`config.mk`:
```
export PLATFORM = sky130hd
export DESIGN_NAME = pulse_period_speed_meter
export DESIGN_NICKNAME = d
export VERILOG_FILES = /design/src/hdl/ppsm_pkg.sv /design/src/hdl/ppsm_ram.sv /design/src/hdl/pulse_period_speed_meter.sv
export SDC_FILE = /design/constraint.sdc
export NUM_CORES = 1
export LEC_CHECK = 0
export BUFFER_PORTS_ARGS = -buffer_cell sky130_fd_sc_hd__clkbuf_2
export CORE_MARGIN = 8
export CORE_UTILIZATION = 55
export CTS_CLUSTER_SIZE = 25
export DETAILED_ROUTE_END_ITERATION = 6
export PLACE_DENSITY = 0.72
export RECOVER_POWER = 25
export REMOVE_ABC_BUFFERS = 1
export SKIP_CTS_REPAIR_TIMING = 1
export SYNTH_ARGS = -nofsm -noshare
export SYNTH_HDL_FRONTEND = slang
export SYNTH_SLANG_ARGS = --single-unit
```
`constraint.sdc`:
```
create_clock -name clk -period 7.6 [get_ports clk]
set_input_delay 1.52 -clock clk [delete_from_list [all_inputs] [get_ports clk]]
set_output_delay 1.52 -clock clk [all_outputs]
set_load 0.05 [all_outputs]
```
`src/hdl/ppsm_pkg.sv`:
```
// Shared constants and types of the pulse period speed meter.
package ppsm_pkg;

    // Default ring depth of pulse intervals.
    localparam int SAMPLES_DEF = 8;

    localparam int TIME_W   = 32;
    localparam int PERIOD_W = 16;
    localparam int SCALE_W  = 32;

    localparam logic [PERIOD_W-1:0] PERIOD_RESET = 16'd1000;
    localparam logic [SCALE_W-1:0]  SCALE_RESET  = 32'd1000000;

    // Configuration register indexes.
    localparam logic CFG_UPDATE_PERIOD = 1'b0;
    localparam logic CFG_SPEED_SCALE   = 1'b1;

    // Item kinds carried in tuser.
    localparam logic OP_PULSE = 1'b0;
    localparam logic OP_CHECK = 1'b1;

    typedef enum logic [4:0] {
        ST_IDLE    = 5'b00001,
        ST_SUM_RD  = 5'b00010,
        ST_SUM_ACC = 5'b00100,
        ST_DIV     = 5'b01000,
        ST_OUT     = 5'b10000
    } state_t;

endpackage

```
`src/hdl/ppsm_ram.sv`:
```
// Generic simple dual-port RAM with one write port and a registered read port.
module ppsm_ram #(
    parameter int WIDTH = 32,
    parameter int DEPTH = 8
) (
    input  logic                     clk,
    input  logic                     wr_en,
    input  logic [$clog2(DEPTH)-1:0] wr_addr,
    input  logic [WIDTH-1:0]         wr_data,
    input  logic                     rd_en,
    input  logic [$clog2(DEPTH)-1:0] rd_addr,
    output logic [WIDTH-1:0]         rd_data
);

    logic [WIDTH-1:0] mem [DEPTH];

    always_ff @(posedge clk)
    begin
        if (wr_en)
        begin
            mem[wr_addr] <= wr_data;
        end
        if (rd_en)
        begin
            rd_data <= mem[rd_addr];
        end
    end

endmodule

```
`src/hdl/pulse_period_speed_meter.sv`:
```
// Top level of the pulse period speed meter: interval ring, averaging and speed division.
//
// A pulse beat (tuser = 0) stores the wrapping millisecond interval since the previous pulse
// into a ring of SAMPLES entries and is finished in the cycle it is accepted. A check beat
// (tuser = 1) whose elapsed time since the last update has not reached update_period_ms is
// also finished at once and gives no result. A check that reaches the period records now_ms
// as the new update time, then sums the ring through the ring RAM's registered read port,
// a read state and an accumulate state per entry, divides the sum by SAMPLES in a bit-serial
// restoring divider and, unless the average is zero, reuses that divider for
// speed_scale / average. The output state then loads the output register. Such a check
// therefore holds s_axis_tready low until its result is loaded; a zero average
// skips the second division and saturates speed with zero_interval set. The output
// state stretches while an earlier result still waits in the output register. A result
// waits in the output register while later pulse and short checks are still accepted.
module pulse_period_speed_meter #(
    parameter int SAMPLES = ppsm_pkg::SAMPLES_DEF
) (
    input  logic        clk,
    input  logic        rst_n,

    input  logic        cfg_we,
    input  logic        cfg_index,
    input  logic [31:0] cfg_data,

    input  logic        s_axis_tvalid,
    output logic        s_axis_tready,
    input  logic [31:0] s_axis_tdata,   // [31:0] now_ms
    input  logic [0:0]  s_axis_tuser,   // [0] op

    output logic        m_axis_tvalid,
    input  logic        m_axis_tready,
    output logic [63:0] m_axis_tdata,   // [31:0] speed, [63:32] average_interval_ms
    output logic [0:0]  m_axis_tuser    // [0] zero_interval
);

    localparam int IDX_W  = $clog2(SAMPLES);
    localparam int T_W    = ppsm_pkg::TIME_W;
    localparam int SUM_W  = T_W + IDX_W;
    localparam int CNT_W  = $clog2(SUM_W + 1);
    localparam logic [IDX_W-1:0] LAST_IDX = IDX_W'(SAMPLES - 1);

    // Configuration registers.
    logic [ppsm_pkg::PERIOD_W-1:0] period_reg;
    logic [ppsm_pkg::SCALE_W-1:0]  scale_reg;

    // Block state.
    ppsm_pkg::state_t state_reg, state_next;
    logic [IDX_W-1:0] slot_reg, slot_next;
    logic [SAMPLES-1:0] valid_reg, valid_next;
    logic [T_W-1:0] last_pulse_reg, last_pulse_next;
    logic [T_W-1:0] last_update_reg, last_update_next;

    // Summation and division datapath.
    logic [IDX_W-1:0] idx_reg, idx_next;
    logic rd_valid_reg, rd_valid_next;
    logic [SUM_W-1:0] sum_reg, sum_next;
    logic [SUM_W-1:0] dvd_reg, dvd_next;
    logic [T_W-1:0] rem_reg, rem_next;
    logic [T_W-1:0] sor_reg, sor_next;
    logic [CNT_W-1:0] cnt_reg, cnt_next;
    logic phase_reg, phase_next;
    logic [T_W-1:0] avg_reg, avg_next;
    logic [T_W-1:0] speed_reg, speed_next;
    logic zero_reg, zero_next;

    // Output register.
    logic out_valid_reg, out_valid_next;
    logic [63:0] out_data_reg, out_data_next;
    logic out_zero_reg, out_zero_next;

    logic in_fire;
    logic [T_W-1:0] now_ms;
    logic [T_W-1:0] elapsed;
    logic period_reached;
    logic ram_wr_en;
    logic ram_rd_en;
    logic [T_W-1:0] ram_rd_data;
    logic [T_W:0] shifted;
    logic [T_W:0] diff;
    logic ge;

    assign s_axis_tready = (state_reg == ppsm_pkg::ST_IDLE);
    assign in_fire = s_axis_tvalid && s_axis_tready;
    assign now_ms = s_axis_tdata;
    assign elapsed = now_ms - last_update_reg;
    assign period_reached = (elapsed >= {{(T_W - ppsm_pkg::PERIOD_W){1'b0}}, period_reg});
    assign ram_wr_en = in_fire && (s_axis_tuser[0] == ppsm_pkg::OP_PULSE);
    assign ram_rd_en = (state_reg == ppsm_pkg::ST_SUM_RD);

    assign m_axis_tvalid = out_valid_reg;
    assign m_axis_tdata = out_data_reg;
    assign m_axis_tuser = out_zero_reg;

    ppsm_ram #(
        .WIDTH (T_W),
        .DEPTH (SAMPLES)
    ) u_ring (
        .clk     (clk),
        .wr_en   (ram_wr_en),
        .wr_addr (slot_reg),
        .wr_data (now_ms - last_pulse_reg),
        .rd_en   (ram_rd_en),
        .rd_addr (idx_reg),
        .rd_data (ram_rd_data)
    );

    // One restoring division step: bring down the next dividend bit.
    assign shifted = {rem_reg, dvd_reg[SUM_W-1]};
    assign diff = shifted - {1'b0, sor_reg};
    assign ge = (shifted >= {1'b0, sor_reg});

    always_ff @(posedge clk or negedge rst_n)
    begin
        if (!rst_n)
        begin
            period_reg <= ppsm_pkg::PERIOD_RESET;
            scale_reg  <= ppsm_pkg::SCALE_RESET;
        end
        else if (cfg_we)
        begin
            case (cfg_index)
                ppsm_pkg::CFG_UPDATE_PERIOD: period_reg <= cfg_data[ppsm_pkg::PERIOD_W-1:0];
                ppsm_pkg::CFG_SPEED_SCALE:   scale_reg  <= cfg_data[ppsm_pkg::SCALE_W-1:0];
                default:                     ;
            endcase
        end
    end

    always_comb
    begin
        state_next       = state_reg;
        slot_next        = slot_reg;
        valid_next       = valid_reg;
        last_pulse_next  = last_pulse_reg;
        last_update_next = last_update_reg;
        idx_next         = idx_reg;
        rd_valid_next    = rd_valid_reg;
        sum_next         = sum_reg;
        dvd_next         = dvd_reg;
        rem_next         = rem_reg;
        sor_next         = sor_reg;
        cnt_next         = cnt_reg;
        phase_next       = phase_reg;
        avg_next         = avg_reg;
        speed_next       = speed_reg;
        zero_next        = zero_reg;
        out_valid_next   = out_valid_reg;
        out_data_next    = out_data_reg;
        out_zero_next    = out_zero_reg;

        if (out_valid_reg && m_axis_tready)
        begin
            out_valid_next = 1'b0;
        end

        case (state_reg)
            ppsm_pkg::ST_IDLE:
            begin
                if (in_fire)
                begin
                    if (s_axis_tuser[0] == ppsm_pkg::OP_PULSE)
                    begin
                        valid_next[slot_reg] = 1'b1;
                        last_pulse_next = now_ms;
                        slot_next = (slot_reg == LAST_IDX) ? '0 : slot_reg + 1'b1;
                    end
                    else if (period_reached)
                    begin
                        last_update_next = now_ms;
                        idx_next = '0;
                        sum_next = '0;
                        state_next = ppsm_pkg::ST_SUM_RD;
                    end
                end
            end
            ppsm_pkg::ST_SUM_RD:
            begin
                // Entries never written since reset count as zero.
                rd_valid_next = valid_reg[idx_reg];
                state_next = ppsm_pkg::ST_SUM_ACC;
            end
            ppsm_pkg::ST_SUM_ACC:
            begin
                if (rd_valid_reg)
                begin
                    sum_next = sum_reg + {{IDX_W{1'b0}}, ram_rd_data};
                end
                if (idx_reg == LAST_IDX)
                begin
                    dvd_next = sum_next;
                    sor_next = T_W'(SAMPLES);
                    rem_next = '0;
                    cnt_next = CNT_W'(SUM_W);
                    phase_next = 1'b0;
                    state_next = ppsm_pkg::ST_DIV;
                end
                else
                begin
                    idx_next = idx_reg + 1'b1;
                    state_next = ppsm_pkg::ST_SUM_RD;
                end
            end
            ppsm_pkg::ST_DIV:
            begin
                rem_next = ge ? diff[T_W-1:0] : shifted[T_W-1:0];
                dvd_next = {dvd_reg[SUM_W-2:0], ge};
                cnt_next = cnt_reg - 1'b1;
                if (cnt_reg == CNT_W'(1))
                begin
                    if (!phase_reg)
                    begin
                        avg_next = dvd_next[T_W-1:0];
                        if (dvd_next[T_W-1:0] == '0)
                        begin
                            speed_next = '1;
                            zero_next = 1'b1;
                            state_next = ppsm_pkg::ST_OUT;
                        end
                        else
                        begin
                            // Second pass: speed_scale over the average.
                            dvd_next = {{IDX_W{1'b0}}, scale_reg};
                            sor_next = avg_next;
                            rem_next = '0;
                            cnt_next = CNT_W'(SUM_W);
                            phase_next = 1'b1;
                            zero_next = 1'b0;
                        end
                    end
                    else
                    begin
                        speed_next = dvd_next[T_W-1:0];
                        state_next = ppsm_pkg::ST_OUT;
                    end
                end
            end
            ppsm_pkg::ST_OUT:
            begin
                if (!out_valid_reg || m_axis_tready)
                begin
                    out_valid_next = 1'b1;
                    out_data_next = {avg_reg, speed_reg};
                    out_zero_next = zero_reg;
                    state_next = ppsm_pkg::ST_IDLE;
                end
            end
            default:
            begin
                state_next = ppsm_pkg::ST_IDLE;
            end
        endcase
    end

    always_ff @(posedge clk or negedge rst_n)
    begin
        if (!rst_n)
        begin
            state_reg       <= ppsm_pkg::ST_IDLE;
            slot_reg        <= '0;
            valid_reg       <= '0;
            last_pulse_reg  <= '0;
            last_update_reg <= '0;
            idx_reg         <= '0;
            cnt_reg         <= '0;
            phase_reg       <= 1'b0;
            out_valid_reg   <= 1'b0;
        end
        else
        begin
            state_reg       <= state_next;
            slot_reg        <= slot_next;
            valid_reg       <= valid_next;
            last_pulse_reg  <= last_pulse_next;
            last_update_reg <= last_update_next;
            idx_reg         <= idx_next;
            cnt_reg         <= cnt_next;
            phase_reg       <= phase_next;
            out_valid_reg   <= out_valid_next;
        end
    end

    always_ff @(posedge clk)
    begin
        rd_valid_reg <= rd_valid_next;
        sum_reg      <= sum_next;
        dvd_reg      <= dvd_next;
        rem_reg      <= rem_next;
        sor_reg      <= sor_next;
        avg_reg      <= avg_next;
        speed_reg    <= speed_next;
        zero_reg     <= zero_next;
        out_data_reg <= out_data_next;
        out_zero_reg <= out_zero_next;
    end

endmodule

```
# Word level (Yosys, flattened, before mapping)
# Memories as Yosys holds them, arrays and structs flattened. A register that Yosys moved wholly into a read port is not among the register bits.
# Index checks and enable logic that the tools add are counted.
[totals]
regBits = 404
ramBits = 256
inputBits = 71
elab_cells = 137
output_inout_bits = 67
n_memories = 1
[mem_list]
columns = ["name", "words", "width", "read_ports", "rd_ports_with_merged_regs", "wr", "line", "source"]
rows = [
  ["u_ring.mem", 8, 32, 1, 1, 1, "ppsm_ram.sv:15", "logic [WIDTH-1:0] mem [DEPTH];"],
]
[classes]
order_cmp = 5
muxes = 58
add_sub_neg = 7
eq_ne = 18
n_reduce_logical = 23
bitwise = 4
[op_table]
columns = ["operator", "count"]
rows = [
  ["$mux 32", 11],
  ["$mux 35", 8],
  ["$pmux 35 s2", 2],
  ["$pmux 32 s2", 2],
  ["$sub 32x32->32", 3],
  ["$add 35x32->35", 1],
  ["$mux 5", 7],
  ["$ge 33x32->1", 1],
  ["$ge 32x16->1", 1],
  ["$logic_not 32->1", 1],
  ["$pmux 5 s5", 1],
  ["$mux 6", 4],
  ["$mux 3", 5],
  ["$mux 1", 12],
  ["$ne 2x2->1 const B", 6],
  ["$pmux 6 s2", 1],
  ["$reduce_and 3->1", 4],
  ["$reduce_and 5->1", 2],
  ["$lt 3x4->1 const B", 2],
  ["$or 8x8->8", 1],
  ["$reduce_and 2->1", 4],
  ["$reduce_and 4->1", 2],
  ["$add 3x1->3 const B", 2],
  ["$eq 3x3->1 const B", 2],
  ["other kinds (21)", 30],
]

# Longest topological paths before layout
# Gate-level depths: netlist of run 1.
[logic_depth]
word_depth = 6
depth_mapped = 23
ltp_nobuf = 21

# Cells and area by module
# Synthesis of run 1 repeated with hierarchy kept, for this count alone.
[hier_totals]
cells_unflattened = 2472
area_unflattened_um2 = 33074.2
[modules_own_cells]
columns = ["module", "n_inst", "area_per_inst_um2", "seq_area_each_um2", "cells_each"]
rows = [
  ["pulse_period_speed_meter", 1, 22287.6, 11453.5, 2057],
  ["ppsm_ram", 1, 10786.6, 8648.3, 415],
]

# Least setup slack after synthesis of run 1
# Ideal clock, no wire load.
[synth_timing]
kind = "in2reg"
start = "input port s_axis_tdata[0]"
end = "register sum_reg[0] (enable)"
n_path_buf = 2
arrival_time_ps = 5869
path_stages = 22
slack_ps = 1309
setup_time_ps = 422
t_required_ps = 7178
path_cell_list = "inv_1 > ha_1 > fa_1 > nand2b_1 > a21oi_1 > o21ai_0 > nand2_1 > a21o_1 > a21oi_1 > xnor2_1 > ha_1 > a211oi_1 > o21bai_1 > a2111o_1 > a211oi_1 > o311ai_0 > or4_1 > nor4_1 > a21oi_1 > buf_6 > buf_6 > or2_1"
[synth_between]
elab_chain_cells = 4
[synth_rtl]
columns = ["item", "line", "source"]
rows = [
  ["start: declaration", "pulse_period_speed_meter.sv:27", "input logic [31:0] s_axis_tdata,"],
  ["$sub 32x32->32", "pulse_period_speed_meter.sv:85", "assign elapsed = now_ms - last_update_reg;"],
  ["$ge 32x16->1", "pulse_period_speed_meter.sv:86", "assign period_reached = (elapsed >= {{(T_W - ppsm_pkg::PERIOD_W){1'b0}}, period_reg});"],
  ["$ne 2x1->1 (no line)", "--", ""],
  ["$reduce_and 4->1 (no line)", "--", ""],
  ["end signal: assignment", "pulse_period_speed_meter.sv:285", "sum_reg <= sum_next;"],
  ["end: declaration", "pulse_period_speed_meter.sv:56", "logic [SUM_W-1:0] sum_reg, sum_next;"],
]
# Every way passes these cells.
# A chain may end at the register's enable or synchronous reset.

# Worst setup path after layout of run 1
[layout_timing]
start = "input port s_axis_tdata[0]"
end = "register sum_reg[28] (enable)"
# Same word-level chain as after synthesis.

==> results of run 1 <==
[power groups by stage]
stage	Clock, mW	Sequential [mW]	Combinational (mW)
floorplan	0	4.76	1.35
global placement	0	4.78	1.84
detailed placement	0	4.80	1.90
CTS	3.66	4.72	1.92
global route	3.80	4.75	2.13
finish	3.58	4.72	1.93
[critical path, stage by stage]
cell,delay [ns]
clkbuf_1,0.08
inv_1,0.07
ha_1,0.22
fa_1,0.40
nand2b_1,0.19
a21oi_1,0.36
o21ai_0,0.17
nand2_1,0.12
a21o_1,0.12
a21oi_1,0.07
xnor2_1,0.14
ha_1,0.18
a211oi_1,0.20
o21bai_1,0.12
a2111o_1,0.39
a211oi_1,0.25
o311ai_0,0.24
or4_1,0.55
nor4_1,0.45
a21oi_4,0.18
or2_1,0.25
buf_4,0.29
[cell usage after synthesis, types with 27 or more instances]
| cell | count |
|---|---|
| and2_1 | 38 |
| edfxtp_1 | 553 |
| nor2_1 | 134 |
| mux2_2 | 53 |
| dfrtp_1 | 125 |
| nor3_1 | 42 |
| mux4_2 | 66 |
| nand2_1 | 275 |
| clkbuf_1 | 69 |
| a21oi_1 | 179 |
| o21ai_0 | 113 |
| a211oi_1 | 60 |
| nand3_1 | 34 |
| ha_1 | 148 |
| inv_1 | 151 |
| o21a_1 | 27 |
| a21o_1 | 59 |
| xnor2_1 | 62 |
| nand2b_1 | 53 |
| xor2_1 | 36 |
| nor2b_1 | 51 |
[routing by layer]
metal  share of wire [%]  global-route usage (%)
met2                  51                   38.09
met5                   0                       0
met3                 4.5                   3.358
met1                  42                   27.64
met4                 2.9                   6.914
[cell type report]
cell class	count	area, sq um
Fill cell	4518	22790
Sequential cell	692	20110
Multi-Input combinational cell	1700	12460
Clock buffer	100	2052
Tap cell	782	978.4
Timing Repair Buffer	172	919.6
Inverter	154	578.1
Clock inverter	34	362.8
[worst max-delay path by stage]
stage | startpoint | endpoint | cells past startpoint
after global routing | rst_n | idx_reg[0] | 1
after global placement | s_axis_tdata[0] | sum_reg[28] | 22
after detailed placement | s_axis_tdata[0] | sum_reg[27] | 22
final | s_axis_tdata[0] | sum_reg[28] | 22
after CTS | s_axis_tdata[0] | sum_reg[16] | 22
after floorplan | s_axis_tdata[0] | sum_reg[0] | 17
[metrics by stage]
stage	cell area [sq um]	setup WS, ns	power [mW]	hold slack, ns	utilization, %
final	37450	1.309	10.23	0.4150	62.17
after global routing	37450	0.5821	10.69	0.4207	62.17
after CTS	37510	1.432	10.30	0.4176	62.26
after detailed placement	35090	0.8086	6.701	0.4045	58.25
after global placement	35090	0.8094	6.627	0.4014	58.25
after floorplan	33060	0.1322	6.106	0.4003	-
[cell families (layout without fill, tap and decap cells)]
kind of cell    Yosys count  count (layout)
mux                     158             158
buf+inv                 244             460
xor+xnor                 98              98
simple gates            738             738
compound gates          554             554
fa+ha+maj               152             152
flops                   692             692
[cell usage in the layout, fill, tap and decap left out, types with 60 or more instances in the layout]
cell / count
clkbuf_2: 132
xnor2_1: 62
ha_1: 148
o21ai_0: 113
nand2_1: 275
a21oi_1: 177
nor2_1: 130
edfxtp_1: 553
mux4_2: 66
dfrtp_1: 123
a211oi_1: 60
inv_1: 151
clkbuf_16: 76
==> out/qor.json, run 1 <==
{
  "synthesis": {
    "largest_family_of_logic_cells_by_synthesized_area": "simple AND/OR/NAND/NOR gates",
    "synthesis.instances": 2636,
    "netlist.area_leader.share_pct": 49.68,
    "ys_seq_area_share_pct": 60.13,
    "yosys_warnings": 0,
    "synth-async-reset-ratio_pct": 20.09,
    "most_area_hungry_cell_type_in_the_yosys_netlist": "edfxtp_1",
    "yosysUniqueCellTypes": 80,
    "synth_seq_cells": 692,
    "synth-edff-count": 553,
    "post_synth_and_or_nand_nor_area_fraction_pct": 10.66,
    "post_synth_fa_ha_maj_area_fraction_pct": 5.779,
    "synth_ff_type": "edfxtp_1",
    "netlist_area_sq_mm": 0.03343,
    "synthesized_area_per_cell_sq_um": 12.68,
    "synth_xor_area_share_pct": 2.568,
    "muxShareOfSynthArea_pct": 7.594,
    "main_area_contributors_after_synthesis": "edfxtp_1 50%, dfrtp_1 9.4%, ha_1 5.5%",
    "compound_gate_portion_of_the_synthesized_area_pct": 10.44
  },
  "die": {
    "floorplan.core_area_sq_mm": 0.06025,
    "placementRows": 90,
    "fp.dieArea_sq_mm": 0.06892,
    "boundaryPins": 138,
    "horiz_die_dim_um": 262.5,
    "initial_utilization_pct": 55.49,
    "chipHeight_um": 262.5
  },
  "finish": {
    "areaGrowthSynthToFinish_pct": 12.04,
    "drive_gt1_share_pct": 16.06,
    "largest_register_ff_count": 256,
    "largest-register": "u_ring.mem",
    "fin_cells": 3634,
    "antenna_cells_inserted": 0,
    "final_net_count": 3016
  },
  "grt": {
    "first_global_vias": 21687,
    "antenna_violations_before_repair": 0,
    "wire_length_of_the_first_global_routing_pass_um": 120500,
    "global_router_s_overall_resource_usage_pct": 21.75,
    "grt_max_degree": 80,
    "grt_remaining_overflow": 0
  },
  "placed_design": {
    "place.gp.congestion": 0.8965,
    "post-place-cells": 3500,
    "port_buffers": 137,
    "detailedPlacementHpwl_um": 52450
  },
  "timing": {
    "post-route-period-util_pct": 82.78,
    "timing.clock.skew_ns": 0.02117,
    "worst_pin_slew_ns": 4.796,
    "report.final.setup_viol": 0,
    "maxSlewViolCount": 379,
    "hold_viol": 0,
    "grt_setup_unrepaired": "no",
    "f_max_mhz": 159.0,
    "final_tns_setup_ns": 0,
    "worst_slew_margin_rel_pct": -219.8,
    "layout_min_cycle_time_ns": 6.291
  },
  "critical_path": {
    "arrival_ns": 6.59,
    "depth_of_the_worst_register_to_register_path": 20,
    "cp-start-kind": "input pin",
    "r2r_endpoint": "sum_reg[28]",
    "path_max_fanout": 35,
    "reg2reg_slack_ns": 2.02,
    "timing_worst_setup_path_type": "in2reg",
    "data_required_time_of_the_worst_path_ns": 7.89,
    "nature_of_the_critical_path_endpoint": "flop",
    "regToRegStartpoint": "last_update_reg[0]"
  },
  "detailed_routing": {
    "post_drt_via_cell_ratio": 5.866,
    "remaining_drc_errors": 0,
    "detail-route-antenna-nets": 0,
    "drt-initial-drc-count": 1764,
    "dr_total_vias": 21317,
    "drt-pass1-iter-count": 5,
    "route.final.wire_length_um": 76110,
    "average_detailed_routed_wire_length_per_instance_um": 20.94
  },
  "pwr": {
    "share_seq_of_total_power_pct": 46.2,
    "vdd_drop_max_mv": 0.1930,
    "combinationalPowerShare_pct": 18.8,
    "power_switching_share_pct": 27.11,
    "power_density_mw_per_mm2": 273.2,
    "p_leak_nw": 14.44,
    "switching_power_mw": 2.774,
    "clock_power_share_pct": 35.0,
    "p_int_mw": 7.459
  },
  "cts": {
    "h-tree-depth": 3,
    "numCtsBuffers": 73,
    "maximum_count_of_clock_buffers_along_a_single_path": 3,
    "cts.root.buffer_cell": "clkbuf_16",
    "clkTransAtPathRegs_ns": 0.06,
    "cts_sinks": 692,
    "clk_latency_ns": 0.61,
    "tritoncts": "built"
  },
  "min_path": {
    "hold-path-cell-count": 0,
    "worst_hold_path.endpoint": "m_axis_tdata[22]",
    "hold_path_class": "reg2reg",
    "min-delay-start": "speed_reg[22]"
  },
  "outcome": {
    "failed_checks": "max-capacitance violations, max-slew violations",
    "result_of_the_run": "finished with violations"
  },
  "job": {
    "cap_violations": 8
  }
}
Note: power is estimated with default switching activity, not from simulation.
==> inputs of run 2 (changes only) <==
--- a/config.mk
+++ b/config.mk
@@ -5,12 +5,13 @@
 export SDC_FILE = /design/constraint.sdc
 export NUM_CORES = 1
 export LEC_CHECK = 0
+export ABC_AREA = 1
 export BUFFER_PORTS_ARGS = -buffer_cell sky130_fd_sc_hd__clkbuf_2
 export CORE_MARGIN = 8
 export CORE_UTILIZATION = 55
 export CTS_CLUSTER_SIZE = 25
 export DETAILED_ROUTE_END_ITERATION = 6
-export PLACE_DENSITY = 0.72
+export PLACE_DENSITY = 0.75
 export RECOVER_POWER = 25
 export REMOVE_ABC_BUFFERS = 1
 export SKIP_CTS_REPAIR_TIMING = 1
==> constraint.sdc (replaced) <==
create_clock -name clk -period 5.15 [get_ports clk]
set_input_delay 1.03 -clock clk [delete_from_list [all_inputs] [get_ports clk]]
set_output_delay 1.03 -clock clk [all_outputs]
set_load 0.05 [all_outputs]
==> run 2 against run 1 <==
The flow still finishes with violations (max-capacitance violations, max-slew violations). Count of clock-buffer cells in the layout decreased by 13. Setup slack worse by 0.43 ns. Clock power grew 48%. Die area increased by 3.3%. Sequential power rose by 69%. First-iteration DRC count is 24% higher. Combinational power rose to 3.8 times the previous value. Hold slack worse by 0.0036 ns. Final cell count rose by 26%. Power increased by 100%. Synthesized area rose by 3.5%. Clock skew is 0.020 ns higher. Critical path type unchanged. Largest cell class unchanged. Largest power group unchanged. Highest routed layer unchanged.
==> out/qor.json, run 2 <==
{
  "critical_path": {
    "cp.buffers_inverters": {"value": 3, "change": "unchanged"},
    "cp_slowest_cell": "nor2_4",
    "path_max_fanout": {"value": 35, "change": "unchanged"},
    "regToRegStartpoint": "last_update_reg[0]",
    "worst_setup_path_startpoint": "s_axis_tdata[0]",
    "timing_worst_setup_path_type": "in2reg",
    "depth_of_the_worst_register_to_register_path": {"value": 22, "change": "+10%"},
    "arrival": {"value": 4.51, "unit": "ns", "change": "-2.08 ns"},
    "reg2reg_slack": {"value": 1.07, "unit": "ns", "change": "-0.95 ns"},
    "category_of_cells_accounting_for_the_largest_share_of_critical_path_delay": "simple AND/OR/NAND/NOR gates",
    "cp-start-kind": "input pin",
    "path_cells": "clkbuf_1, inv_1, ha_1, fa_1, inv_1, nand3_1, nand3_2, nand2_1, nand2_1, xor2_1, ha_1, nand2_1, o21a_1, nand2_1, nand2_1, nand2_1, nand2_1, nand3_1, nor2_1, nand4_1, nor2_1, nand3_2, nand2_1, nor2_4",
    "timing.critical_path.depth": {"value": 24, "change": "+9.1%"},
    "cp_common_cell": "nand2_1",
    "r2r_endpoint": "sum_reg[23]",
    "nature_of_the_critical_path_endpoint": "flop",
    "worst_setup_path_endpoint": "sum_reg[23]",
    "data_required_time_of_the_worst_path": {"value": 5.39, "unit": "ns", "change": "-2.50 ns"},
    "max_stage_delay": {"value": 0.78, "unit": "ns", "change": "+0.23 ns"}
  },
  "cts": {
    "maximum_count_of_clock_buffers_along_a_single_path": {"value": 3, "change": "unchanged"},
    "tritoncts": "built",
    "cts_sinks": {"value": 692, "change": "unchanged"},
    "cts.root.buffer_cell": "clkbuf_16",
    "clkTransAtPathRegs": {"value": 0.06, "unit": "ns", "change": "about the same"},
    "clk_latency": {"value": 0.64, "unit": "ns", "change": "+0.03 ns"},
    "numCtsBuffers": {"value": 72, "change": "-1.4%"},
    "h-tree-depth": {"value": 3, "change": "unchanged"}
  },
  "detailed_routing": {
    "detail-route-antenna-nets": {"value": 0, "change": "unchanged"},
    "dr_total_vias": {"value": 25421, "change": "+19%"},
    "average_detailed_routed_wire_length_per_instance": {"value": 18.34, "unit": "um", "change": "-12%"},
    "post_drt_via_cell_ratio": {"value": 5.530, "change": "-5.7%"},
    "remaining_drc_errors": {"value": 0, "change": "unchanged"},
    "drt-initial-drc-count": {"value": 2180, "change": "+24%"},
    "route.final.wire_length": {"value": 84310, "unit": "um", "change": "+11%"},
    "drt-pass1-iter-count": {"value": 6, "change": "+1"}
  },
  "timing": {
    "report.final.setup_viol": {"value": 0, "change": "unchanged"},
    "timing.clock.skew": {"value": 0.04162, "unit": "ns", "change": "+0.02045 ns"},
    "whs": {"value": 0.4114, "unit": "ns", "change": "-0.003570 ns"},
    "layout_min_cycle_time_ns": 4.275,
    "hold_viol": {"value": 0, "change": "unchanged"},
    "f_max_mhz": 233.9,
    "post-route-period-util_pct": 83.00,
    "post-route-worst-setup-slack": {"value": 0.8753, "unit": "ns", "change": "-0.4335 ns"},
    "maxSlewViolCount": {"value": 291, "change": "-23%"},
    "worst_slew_margin_rel": {"value": -158.4, "unit": "%", "change": "+61 points"},
    "final_tns_setup": {"value": 0, "unit": "ns", "change": "unchanged"},
    "worst_pin_slew": {"value": 3.876, "unit": "ns", "change": "-0.9207 ns"},
    "grt_setup_unrepaired": "no"
  },
  "synthesis": {
    "yosysUniqueCellTypes": {"value": 50, "change": "-38%"},
    "synth-edff-count": {"value": 553, "change": "unchanged"},
    "ys_seq_area_share": {"value": 58.11, "unit": "%", "change": "-2.0 points"},
    "yosys_warnings": {"value": 0, "change": "unchanged"},
    "netlist_top_cells_count": "652 x nand2_1, 553 x edfxtp_1, 505 x nor2_1",
    "netlist.area_leader.share": {"value": 48.00, "unit": "%", "change": "-1.7 points"},
    "synthesized_area_per_cell": {"value": 9.715, "unit": "sq um", "change": "-23%"},
    "synth_ff_type": "edfxtp_1",
    "synthesis.instances": {"value": 3561, "change": "+35%"},
    "yosys.cell_count.top_type": "nand2_1",
    "netlist_area": {"value": 0.03459, "unit": "sq mm", "change": "+3.5%"},
    "synth_seq_cells": {"value": 692, "change": "unchanged"},
    "most_area_hungry_cell_type_in_the_yosys_netlist": "edfxtp_1",
    "main_area_contributors_after_synthesis": "edfxtp_1 48%, dfrtp_1 9.0%, nand2_1 7.1%",
    "synth-async-reset-ratio": {"value": 20.09, "unit": "%", "change": "unchanged"}
  },
  "outcome": {
    "result_of_the_run": "finished with violations",
    "failed_checks": "max-capacitance violations, max-slew violations"
  },
  "pwr": {
    "vdd_drop_max": {"value": 0.3350, "unit": "mV", "change": "+74%"},
    "power_density": {"value": 531.4, "unit": "mW/mm^2", "change": "+95%"},
    "totalPowerFinal": {"value": 20.55, "unit": "mW", "change": "+100%"},
    "p_leak": {"value": 16.42, "unit": "nW", "change": "+14%"}
  },
  "grt": {
    "grt_max_degree": {"value": 80, "change": "unchanged"},
    "antenna_violations_before_repair": {"value": 0, "change": "unchanged"},
    "first_global_vias": {"value": 24699, "change": "+14%"},
    "wire_length_of_the_first_global_routing_pass": {"value": 133000, "unit": "um", "change": "+10%"},
    "global_router_s_overall_resource_usage": {"value": 23.46, "unit": "%", "change": "+1.7 points"},
    "grt_remaining_overflow": {"value": 0, "change": "unchanged"}
  },
  "job": {
    "cap_violations": {"value": 6, "change": "-2"}
  },
  "finish": {
    "fin_cells": {"value": 4597, "change": "+26%"},
    "utilization": {"value": 61.76, "unit": "%", "change": "-0.41 points"},
    "final_area": {"value": 0.03868, "unit": "sq mm", "change": "+3.3%"},
    "largest-register": "u_ring.mem",
    "areaGrowthSynthToFinish_pct": 11.80,
    "filler_cell_count": {"value": 5179, "change": "+15%"},
    "drive_gt1_share": {"value": 9.973, "unit": "%", "change": "-6.1 points"},
    "final_common_cell": "nand2_1",
    "largest_register_ff_count": {"value": 256, "change": "unchanged"},
    "final_net_count": {"value": 3916, "change": "+30%"},
    "top_library_cells_by_usage_in_the_layout_fill_and_taps_aside": "650 x nand2_1, 553 x edfxtp_1, 495 x nor2_1, 408 x inv_1, 326 x o21ai_0"
  },
  "die": {
    "placementRows": {"value": 92, "change": "+2.2%"},
    "chipHeight": {"value": 266.8, "unit": "um", "change": "+1.6%"},
    "boundaryPins": {"value": 138, "change": "unchanged"},
    "initial_utilization": {"value": 55.24, "unit": "%", "change": "-0.24 points"},
    "fp.dieArea": {"value": 0.07118, "unit": "sq mm", "change": "+3.3%"},
    "floorplan.core_area": {"value": 0.06262, "unit": "sq mm", "change": "+3.9%"},
    "horiz_die_dim": {"value": 266.8, "unit": "um", "change": "+1.6%"}
  },
  "min_path": {
    "min-delay-start": "avg_reg[20]",
    "hold_path_class": "reg2reg"
  },
  "placed_design": {
    "post_dp_cell_area": {"value": 0.03631, "unit": "sq mm", "change": "+3.5%"},
    "detailedPlacementHpwl": {"value": 60290, "unit": "um", "change": "+15%"},
    "port_buffers": {"value": 137, "change": "unchanged"},
    "place.gp.congestion": {"value": 0.9578, "change": "+6.8%"},
    "post-place-cells": {"value": 4465, "change": "+28%"},
    "placement.setup.worst_slack": {"value": 0.2437, "unit": "ns", "change": "-0.5649 ns"}
  }
}
[run 2: changes by cell type after synthesis, moves of 37 or more]
cell / change
a31oi_1: +38
nand3_1: +82
mux2_2: -37
mux4_2: -66
nor2_1: +371
inv_1: +260
a21o_1: -39
o22ai_1: +51
a21oi_1: -43
and2_1: -37
nand2b_1: -53
o21ai_0: +213
nor2b_1: -51
nand2_1: +377
[run 2: power breakdown]
group | leakage [nW] | total [mW] | internal [mW] | switching, mW
sequential | 6.69 | 8.00 | 7.62 | 0.376
clock | 1.16 | 5.31 | 3.10 | 2.21
combinational | 8.57 | 7.25 | 2.29 | 4.96
[run 2: how the worst min path moves through the flow]
stage	cells past startpoint	endpoint
after global routing	0	m_axis_tdata[52]
after detailed placement	0	m_axis_tdata[22]
final	0	m_axis_tdata[52]
after floorplan	0	m_axis_tdata[0]
after CTS	0	m_axis_tdata[52]
after global placement	0	m_axis_tdata[46]
[run 2: logic make-up (layout without fill, tap and decap cells)]
logic type,after synthesis,after routing,synth area share [%]
simple gates,1394,1394,16.52
other cells,0,1,0
fa+ha+maj,152,152,5.584
xor+xnor,95,95,2.405
buf+inv,535,724,5.946
compound gates,676,676,10.89
mux,17,17,0.5497
flops,692,692,58.11
[run 2: layout make-up]
type                    instances  area [sq um]  area share [%]
diodes                          1         2.502        0.006470
clock buffers                  87          1889           4.885
clock inverters                44         510.5           1.320
inverters                     418          1569           4.057
multi-input cells            2334         12540           32.41
flip-flops and latches        692         20110           51.99
well taps                     846          1059           2.737
repair buffers                175          1005           2.598
[run 2: routing by layer]
layer	global-route usage [%]	vias to the layer above	share of wire, %
met4	7.690	0	2.9
met2	41.38	778	50
met3	2.911	151	5.5
met5	0	-	0
met1	29.86	12123	41
li1	-	12369	-
